===== config.mk =====
export PLATFORM = sky130hd
export DESIGN_NAME = void_measure_column_select_top
export DESIGN_NICKNAME = d
export VERILOG_FILES = /design/src/hdl/vmcs_pkg.sv /design/src/hdl/vmcs_cell.sv /design/src/hdl/void_measure_column_select_top.sv
export SDC_FILE = /design/constraint.sdc
export NUM_CORES = 2
export LEC_CHECK = 0
export ABC_CLOCK_PERIOD_IN_PS = 9040
export BUFFER_PORTS_ARGS = -buffer_cell sky130_fd_sc_hd__buf_2
export CAP_MARGIN = 0
export CORE_MARGIN = 8
export CORE_UTILIZATION = 23
export DETAILED_ROUTE_END_ITERATION = 8
export SLEW_MARGIN = 0
export SYNTH_ARGS = -nofsm -noshare
export SYNTH_HDL_FRONTEND = slang
export SYNTH_SLANG_ARGS = --single-unit

===== constraint.sdc =====
create_clock -name clk_i -period 9.04 [get_ports clk_i]
set_clock_uncertainty 0.2 [all_clocks]
set_input_delay 1.356 -clock clk_i [delete_from_list [all_inputs] [get_ports clk_i]]
set_output_delay 1.356 -clock clk_i [all_outputs]
set_load 0.005 [all_outputs]

===== src/hdl/vmcs_pkg.sv =====
// Package of shared types and constants for the void measure column selector.
package vmcs_pkg;

  // Fixed field widths of the input and result words.
  localparam int unsigned ROW_W     = 16;
  localparam int unsigned COL_IDX_W = 4;
  localparam int unsigned VM_W      = 13;
  localparam int unsigned NCOL_W    = 5;

  // Reset value of the column count register.
  localparam logic [NCOL_W-1:0] NUM_COLS_RESET = 5'd16;

  // Input word: one matrix row and its end-of-matrix mark.
  typedef struct packed {
    logic [ROW_W-1:0] row_bits;
    logic             last_row;
  } in_word_t;

  // Result word: one selected column.
  typedef struct packed {
    logic [COL_IDX_W-1:0] col_index;
    logic [VM_W-1:0]      max_measure;
    logic                 overflow;
    logic                 last_of_run;
  } out_word_t;

  // Sequencer states.
  typedef enum logic [3:0] {
    ST_ACC  = 4'b0001,
    ST_CALC = 4'b0010,
    ST_SCAN = 4'b0100,
    ST_EMIT = 4'b1000
  } state_e;

  // Controls broadcast from the sequencer to every cell of the chain.
  typedef struct packed {
    logic upd;    // fold the current row into the accumulators
    logic clr;    // clear the accumulators for the next matrix
    logic calc;   // load the measure register from the accumulators
    logic shift;  // move measures one cell towards the head
  } cell_ctrl_t;

endpackage


===== src/hdl/vmcs_cell.sv =====
// One column cell: accumulators for one column and a stage of the measure chain.
module vmcs_cell import vmcs_pkg::*; #(
  parameter int unsigned NCELL = 16,
  parameter int unsigned CW    = 9,
  parameter int unsigned SW    = 5,
  parameter int unsigned C     = 0
) (
  input  logic             clk_i,
  input  logic             rst_ni,
  input  cell_ctrl_t       ctrl_i,
  input  logic [NCELL-1:0] row_i,
  input  logic [SW-1:0]    pop_i,
  input  logic [VM_W-1:0]  v_i,
  output logic [VM_W-1:0]  v_o
);

  localparam int unsigned PW = CW + SW;

  logic [CW-1:0]    count_q, count_d;
  logic [NCELL-1:0] mask_q, mask_d;
  logic [PW-1:0]    sum_q, sum_d;
  logic [VM_W-1:0]  v_q, v_d;

  logic [NCELL-1:0]   self_bit;
  logic [SW-1:0]      span;
  logic [PW-1:0]      prod;
  logic [PW-1:0]      diff;
  logic [PW+VM_W-1:0] diff_ext;

  // Accumulator update for rows in which this column is set.
  always_comb begin
    count_d = count_q;
    mask_d  = mask_q;
    sum_d   = sum_q;
    if (ctrl_i.clr) begin
      count_d = '0;
      mask_d  = '0;
      sum_d   = '0;
    end else if (ctrl_i.upd && row_i[C]) begin
      count_d = count_q + CW'(1);
      mask_d  = mask_q | row_i;
      sum_d   = sum_q + PW'(pop_i);
    end
  end

  // Measure: count times the size of the shared set, less the co-occurrences,
  // held at zero when negative and cut to the result width.
  always_comb begin
    self_bit = '0;
    self_bit[C] = 1'b1;
    span     = SW'($countones(mask_q | self_bit));
    prod     = PW'(count_q) * PW'(span);
    diff     = (prod > sum_q) ? (prod - sum_q) : '0;
    diff_ext = {{VM_W{1'b0}}, diff};
  end

  // The measure register doubles as a stage of the shift chain.
  always_comb begin
    v_d = v_q;
    if (ctrl_i.calc) begin
      v_d = diff_ext[VM_W-1:0];
    end else if (ctrl_i.shift) begin
      v_d = v_i;
    end
  end

  always_ff @(posedge clk_i or negedge rst_ni) begin
    if (!rst_ni) begin
      count_q <= '0;
      mask_q  <= '0;
      sum_q   <= '0;
    end else begin
      count_q <= count_d;
      mask_q  <= mask_d;
      sum_q   <= sum_d;
    end
  end

  always_ff @(posedge clk_i) begin
    v_q <= v_d;
  end

  assign v_o = v_q;

endmodule


===== src/hdl/void_measure_column_select_top.sv =====
// Top level of the void measure column selector: sequencer, cell chain and output register.
//
//   channel  direction  handshake              word
//   in       input      in_valid_i/in_stall_o  in_word_i  (row_bits, last_row)
//   out      output     out_valid_o/out_stall_i out_word_o (col_index, max_measure,
//                                              overflow, last_of_run)
//   cfg      input      cfg_we_i               cfg_wdata_i (num_cols)
//
// Every cell folds an accepted row word in at once.
// After the last row the block forms the measures, rotates them once around
// the chain past its head to find the maximum, then shifts them out for the
// columns in use; in_stall_o is high throughout. A stall on the output holds
// the shift chain.
// Reset clears all accumulators and sets the column count to 16.
module void_measure_column_select_top import vmcs_pkg::*; #(
  parameter int unsigned MAX_COLS = 16,
  parameter int unsigned MAX_ROWS = 256
) (
  input  logic              clk_i,
  input  logic              rst_ni,
  input  logic              in_valid_i,
  output logic              in_stall_o,
  input  in_word_t          in_word_i,
  output logic              out_valid_o,
  input  logic              out_stall_i,
  output out_word_t         out_word_o,
  input  logic              cfg_we_i,
  input  logic [NCOL_W-1:0] cfg_wdata_i
);

  localparam int unsigned NCELL = (MAX_COLS < 16) ? MAX_COLS : 16;
  localparam int unsigned CW    = $clog2(MAX_ROWS + 1);
  localparam int unsigned SW    = $clog2(NCELL + 1);

  state_e             state_q, state_d;
  logic [NCOL_W-1:0]  num_cols_q;
  logic [CW-1:0]      rows_seen_q, rows_seen_d;
  logic               dropped_q, dropped_d;
  logic               ovf_q, ovf_d;
  logic [SW-1:0]      n_q, n_d;
  logic [SW-1:0]      idx_q, idx_d;
  logic [SW-1:0]      last_idx_q, last_idx_d;
  logic [VM_W-1:0]    best_q, best_d;
  logic               out_vq;
  out_word_t          out_q;

  logic               accept, full, advance, emit_hit;
  logic [NCOL_W-1:0]  n_act;
  logic [ROW_W-1:0]   col_mask;
  logic [ROW_W-1:0]   row_m16;
  logic [NCELL-1:0]   row_m;
  logic [SW-1:0]      row_pop;
  logic [VM_W-1:0]    head_v;
  cell_ctrl_t         ctrl;
  logic [VM_W-1:0]    v_chain [NCELL];

  // Configuration register.
  always_ff @(posedge clk_i or negedge rst_ni) begin
    if (!rst_ni) begin
      num_cols_q <= NUM_COLS_RESET;
    end else if (cfg_we_i) begin
      num_cols_q <= cfg_wdata_i;
    end
  end

  // Effective column count and the masked row that goes to the cells.
  always_comb begin
    if (num_cols_q == '0) begin
      n_act = NCOL_W'(1);
    end else if (num_cols_q > NCOL_W'(NCELL)) begin
      n_act = NCOL_W'(NCELL);
    end else begin
      n_act = num_cols_q;
    end
    col_mask = ROW_W'((32'd1 << n_act) - 32'd1);
    row_m16  = in_word_i.row_bits & col_mask;
    row_m    = row_m16[NCELL-1:0];
    row_pop  = SW'($countones(row_m));
  end

  assign in_stall_o = (state_q != ST_ACC);
  assign accept     = in_valid_i && !in_stall_o;
  assign full       = (rows_seen_q == CW'(MAX_ROWS));
  assign advance    = !out_vq || !out_stall_i;
  assign head_v     = v_chain[0];
  assign emit_hit   = (state_q == ST_EMIT) && (idx_q < n_q) && (head_v == best_q);

  // Sequencer.
  always_comb begin
    state_d     = state_q;
    rows_seen_d = rows_seen_q;
    dropped_d   = dropped_q;
    ovf_d       = ovf_q;
    n_d         = n_q;
    idx_d       = idx_q;
    last_idx_d  = last_idx_q;
    best_d      = best_q;
    ctrl        = '0;
    case (state_q)
      ST_ACC: begin
        if (accept) begin
          if (full) begin
            dropped_d = 1'b1;
          end else begin
            ctrl.upd    = 1'b1;
            rows_seen_d = rows_seen_q + CW'(1);
          end
          if (in_word_i.last_row) begin
            ovf_d   = dropped_q || full;
            n_d     = SW'(n_act);
            state_d = ST_CALC;
          end
        end
      end
      ST_CALC: begin
        ctrl.calc   = 1'b1;
        ctrl.clr    = 1'b1;
        rows_seen_d = '0;
        dropped_d   = 1'b0;
        idx_d       = '0;
        best_d      = '0;
        last_idx_d  = '0;
        state_d     = ST_SCAN;
      end
      ST_SCAN: begin
        ctrl.shift = 1'b1;
        if (idx_q < n_q) begin
          if (head_v > best_q) begin
            best_d     = head_v;
            last_idx_d = idx_q;
          end else if (head_v == best_q) begin
            last_idx_d = idx_q;
          end
        end
        if (idx_q == SW'(NCELL - 1)) begin
          idx_d   = '0;
          state_d = ST_EMIT;
        end else begin
          idx_d = idx_q + SW'(1);
        end
      end
      ST_EMIT: begin
        if (advance) begin
          ctrl.shift = 1'b1;
          idx_d      = idx_q + SW'(1);
          if (idx_q == n_q - SW'(1)) begin
            state_d = ST_ACC;
          end
        end
      end
      default: begin
        state_d = ST_ACC;
      end
    endcase
  end

  always_ff @(posedge clk_i or negedge rst_ni) begin
    if (!rst_ni) begin
      state_q     <= ST_ACC;
      rows_seen_q <= '0;
      dropped_q   <= 1'b0;
      ovf_q       <= 1'b0;
      n_q         <= '0;
      idx_q       <= '0;
      last_idx_q  <= '0;
      best_q      <= '0;
    end else begin
      state_q     <= state_d;
      rows_seen_q <= rows_seen_d;
      dropped_q   <= dropped_d;
      ovf_q       <= ovf_d;
      n_q         <= n_d;
      idx_q       <= idx_d;
      last_idx_q  <= last_idx_d;
      best_q      <= best_d;
    end
  end

  // Chain of column cells; the head feeds back to the tail so that a full
  // scan leaves every measure where it started.
  for (genvar k = 0; k < NCELL; k++) begin : g_cell
    logic [VM_W-1:0] v_next;
    if (k == NCELL - 1) begin : g_tail
      assign v_next = v_chain[0];
    end else begin : g_body
      assign v_next = v_chain[k+1];
    end
    vmcs_cell #(
      .NCELL(NCELL),
      .CW   (CW),
      .SW   (SW),
      .C    (k)
    ) u_cell (
      .clk_i (clk_i),
      .rst_ni(rst_ni),
      .ctrl_i(ctrl),
      .row_i (row_m),
      .pop_i (row_pop),
      .v_i   (v_next),
      .v_o   (v_chain[k])
    );
  end

  // Output register: it advances whenever the slot is free or being taken, and loads a word on an emission hit.
  always_ff @(posedge clk_i or negedge rst_ni) begin
    if (!rst_ni) begin
      out_vq <= 1'b0;
    end else if (advance) begin
      out_vq <= emit_hit;
    end
  end

  always_ff @(posedge clk_i) begin
    if (advance && emit_hit) begin
      out_q.col_index   <= COL_IDX_W'(idx_q);
      out_q.max_measure <= best_q;
      out_q.overflow    <= ovf_q;
      out_q.last_of_run <= (idx_q == last_idx_q);
    end
  end

  assign out_valid_o = out_vq;
  assign out_word_o  = out_q;

  // No row is folded in while the measures are being scanned or shifted out.
  a_no_upd_when_busy: assert property (@(posedge clk_i) disable iff (!rst_ni)
    (state_q != ST_ACC) |-> !ctrl.upd)
    else $error("cell update outside accumulation");

  // The row counter never passes the capacity.
  a_rows_bounded: assert property (@(posedge clk_i) disable iff (!rst_ni)
    rows_seen_q <= CW'(MAX_ROWS))
    else $error("row counter beyond capacity");

  // A word loaded during emission carries the maximum found by the scan.
  a_emit_best: assert property (@(posedge clk_i) disable iff (!rst_ni)
    (advance && emit_hit) |=> (out_valid_o && out_word_o.max_measure == $past(best_q)))
    else $error("emitted measure differs from maximum");

  // The last selected index never lies beyond the columns in use.
  a_last_idx_range: assert property (@(posedge clk_i) disable iff (!rst_ni)
    (state_q == ST_EMIT) |-> (last_idx_q < n_q))
    else $error("last selected index out of range");

endmodule

==> flow_metrics.py <==
metrics = {
    "cts": {
        "htree_levels": 3,
        "cts_tree": "yes",
        "cts_buffers": 106,
        "cts.path.max_buffers": 3,
        "clkLatencyLatePin_ns": 0.74,
        "cts_root_buf": "clkbuf_16",
        "path_clk_slew_ns": 0.06,
        "clkSinkCount": 884,
    },
    "sta": {
        "hold_slack_ns": 0.2588,
        "finalSetupTns_ns": 0,
        "slew_violations": 0,
        "tightest_slew_ns": 1.051,
        "max_freq_mhz": 113.7,
        "relSlewSlack_pct": 29.82,
        "setup_slack_ns": 0.2477,
        "post-route-period-util_pct": 97.26,
        "hold_viol": 0,
        "finalSetupViolCount": 0,
        "period_needed_ns": 8.792,
    },
    "logic_synthesis": {
        "synth_area_um2": 79490,
        "synthCells": 8675,
        "yosysSeqAreaShare_pct": 29.26,
        "yosys-top-cells-count": "1277 x inv_1, 894 x ha_1, 732 x nor2_1",
        "ys.flop_type": "dfrtp_1",
        "post-synth-top-count-cell": "inv_1",
        "synth_top_area_share_pct": 20.62,
        "yosysUniqueCellTypes": 86,
        "avgSynthCellArea_um2": 9.163,
        "ys_ff_latch": 884,
        "synth-async-reset-ratio_pct": 74.32,
        "synth.largest_area_cell": "dfrtp_1",
        "yosysWarnings": 0,
        "synth_edf_count": 227,
        "synth_nets": 10150,
        "synthTopCellsByArea": "dfrtp_1 21%, ha_1 14%, fa_1 14%",
    },
    "global_routing": {
        "grt_start_max_net_pins": 157,
        "grt_use_total_pct": 11.21,
        "grt_overflow": 0,
        "grt_pass1_wl_um": 336300,
        "grt_antenna_before_repair": 11,
        "first_global_vias": 61140,
    },
    "setup_path": {
        "worst-path-buf-inv": 8,
        "crit_family": "adder cells",
        "startpoint_type": "flop",
        "critPathMaxStageDelay_ns": 0.57,
        "crit_arrival_ns": 9.09,
        "cp_max_fo": 6,
        "cp-end-kind": "flop",
        "cpMostUsedCell": "fa_1",
        "critPathSlowestCell": "fa_1",
        "worstSetupPathType": "flop to flop",
        "cp.required_ns": 9.33,
    },
    "cells_and_area": {
        "regArea_um2": 23260,
        "final_nets": 10550,
        "nFillCells": 36360,
        "stdcell_count": 13770,
        "drive_above_1_share_pct": 12.66,
        "multi_input_area_um2": 52260,
        "synthToLayoutAreaGrowth_pct": 18.53,
    },
    "floorplanning": {
        "row_count": 216,
        "initial_core_util_pct": 23.03,
        "dieArea_um2": 364700,
        "die_h_um": 603.9,
        "die_x_um": 603.9,
        "core-area_um2": 345100,
        "design.portCount": 48,
    },
    "drt": {
        "vias": 61070,
        "drt_first_pass_iters": 5,
        "first_iter_violations": 3654,
        "routed_wirelength_um": 209100,
        "ant_nets": 0,
        "drc": 0,
        "wl_per_cell_um": 15.18,
        "drt-vias-per-instance": 4.434,
    },
    "min_path": {
        "min_path_type": "flop to flop",
    },
    "flow_run": {
        "drv_cap": 0,
    },
    "placed_design": {
        "place_ws_ns": -0.2834,
        "io_buffer_count": 47,
        "dpl.hpwl_um": 155700,
        "gp_congestion": 0.8698,
        "place_inst": 13480,
    },
    "outcome": {
        "status": "finished, final reports clean",
    },
}
-- logic make-up (layout without fill, tap and decap cells) --
| kind of cell | Yosys count | in the layout | synth area share, % |
|---|---|---|---|
| mux | 30 | 30 | 0.4061 |
| simple gates | 2682 | 2682 | 16.60 |
| buf+inv | 1539 | 2031 | 7.319 |
| flops | 884 | 884 | 29.26 |
| compound gates | 1547 | 1552 | 12.42 |
| fa+ha+maj | 1446 | 1446 | 27.97 |
| xor+xnor | 546 | 546 | 6.016 |
| other cells | 1 | 23 | 0.004718 |
-- registers in the layout (all words and copies together) (netlist names) --
name,count
dropped_q,1
g_cell.u_cell.count_q,144
rows_seen_q,9
g_cell.u_cell.sum_q,224
ovf_q,1
n_q,5
g_cell.u_cell.mask_q,240
out_word_o,19
idx_q,5
num_cols_q,5
last_idx_q,5
best_q,13
state_q,4
out_valid_o,1
g_cell.u_cell.v_o,208
-- what timing repair did --
action,4_1_cts,5_1_grt
resized for setup,69,414
hold buffers,0,0
cloned,5,10
pin swaps,41,374
setup endpoints to repair,147,207
setup buffers,15,46
-- final timing paths --
check                      slack (ns)                     endpoint                        start  cells past startpoint
setup reg to reg                 0.25     g_cell[13].u_cell.v_o[4]  g_cell[13].u_cell.mask_q[0]                     33
max in group asynchronous        6.48  g_cell[12].u_cell.sum_q[13]                       rst_ni                      3
min in group asynchronous        0.43  g_cell[2].u_cell.count_q[7]                       rst_ni                      1
setup / recovery                 0.25     g_cell[13].u_cell.v_o[4]  g_cell[13].u_cell.mask_q[0]                     33
hold / removal                   0.26                out_word_o[1]                        ovf_q                      0
hold reg to reg                  0.26                out_word_o[1]                        ovf_q                      0
-- routing by layer --
layer  part of all wire, %  GRT usage, %
met1                    46         15.23
met2                    47         18.66
met5                     0             0
met4                   3.5         3.808
met3                   3.5         1.053
-- layout by cell type (no fill, tap or decap), types with 47 or more instances in the layout --
cell type,n
inv_1,1245
ha_1,826
nor2_1,718
dfrtp_1,655
nand2_1,603
a21oi_1,515
fa_1,503
and2_1,476
buf_4,466
xnor2_1,361
o21ai_0,290
edfxtp_1,227
nand3_1,192
xor2_1,170
a22o_1,139
nor3_1,113
clkbuf_16,111
a21o_1,109
nand4_1,100
o21a_1,90
or3_1,76
nor2b_1,73
nand2b_1,54
and3_1,52
buf_2,51
fa_2,49
o31ai_1,47
-- metrics by stage --
| step | util (%) | instance area (um^2) |
|---|---|---|
| 5_1_grt | 27.30 | 94220 |
| 3_3_place_gp | 25.52 | 88070 |
| 6_report | 27.30 | 94220 |
| 2_1_floorplan | - | 79490 |
| 3_5_place_dp | 25.52 | 88070 |
| 4_1_cts | 26.74 | 92280 |
-- final cells by class --
| class | count | share of cell area [%] |
|---|---|---|
| antenna | 22 | 0.05843 |
| tap | 4578 | 6.079 |
| clock inverter | 76 | 0.9999 |
| clock buffer | 126 | 3.081 |
| sequential | 884 | 24.69 |
| multi-input combinational | 6257 | 55.47 |
| inverter | 1279 | 5.109 |
| timing repair buffer | 549 | 4.515 |
| timing repair inverter | 1 | 0.005312 |
Power is left out: the tool's default activity adds up to more than one toggle a clock period on the data nets, which glitch-free logic cannot reach.
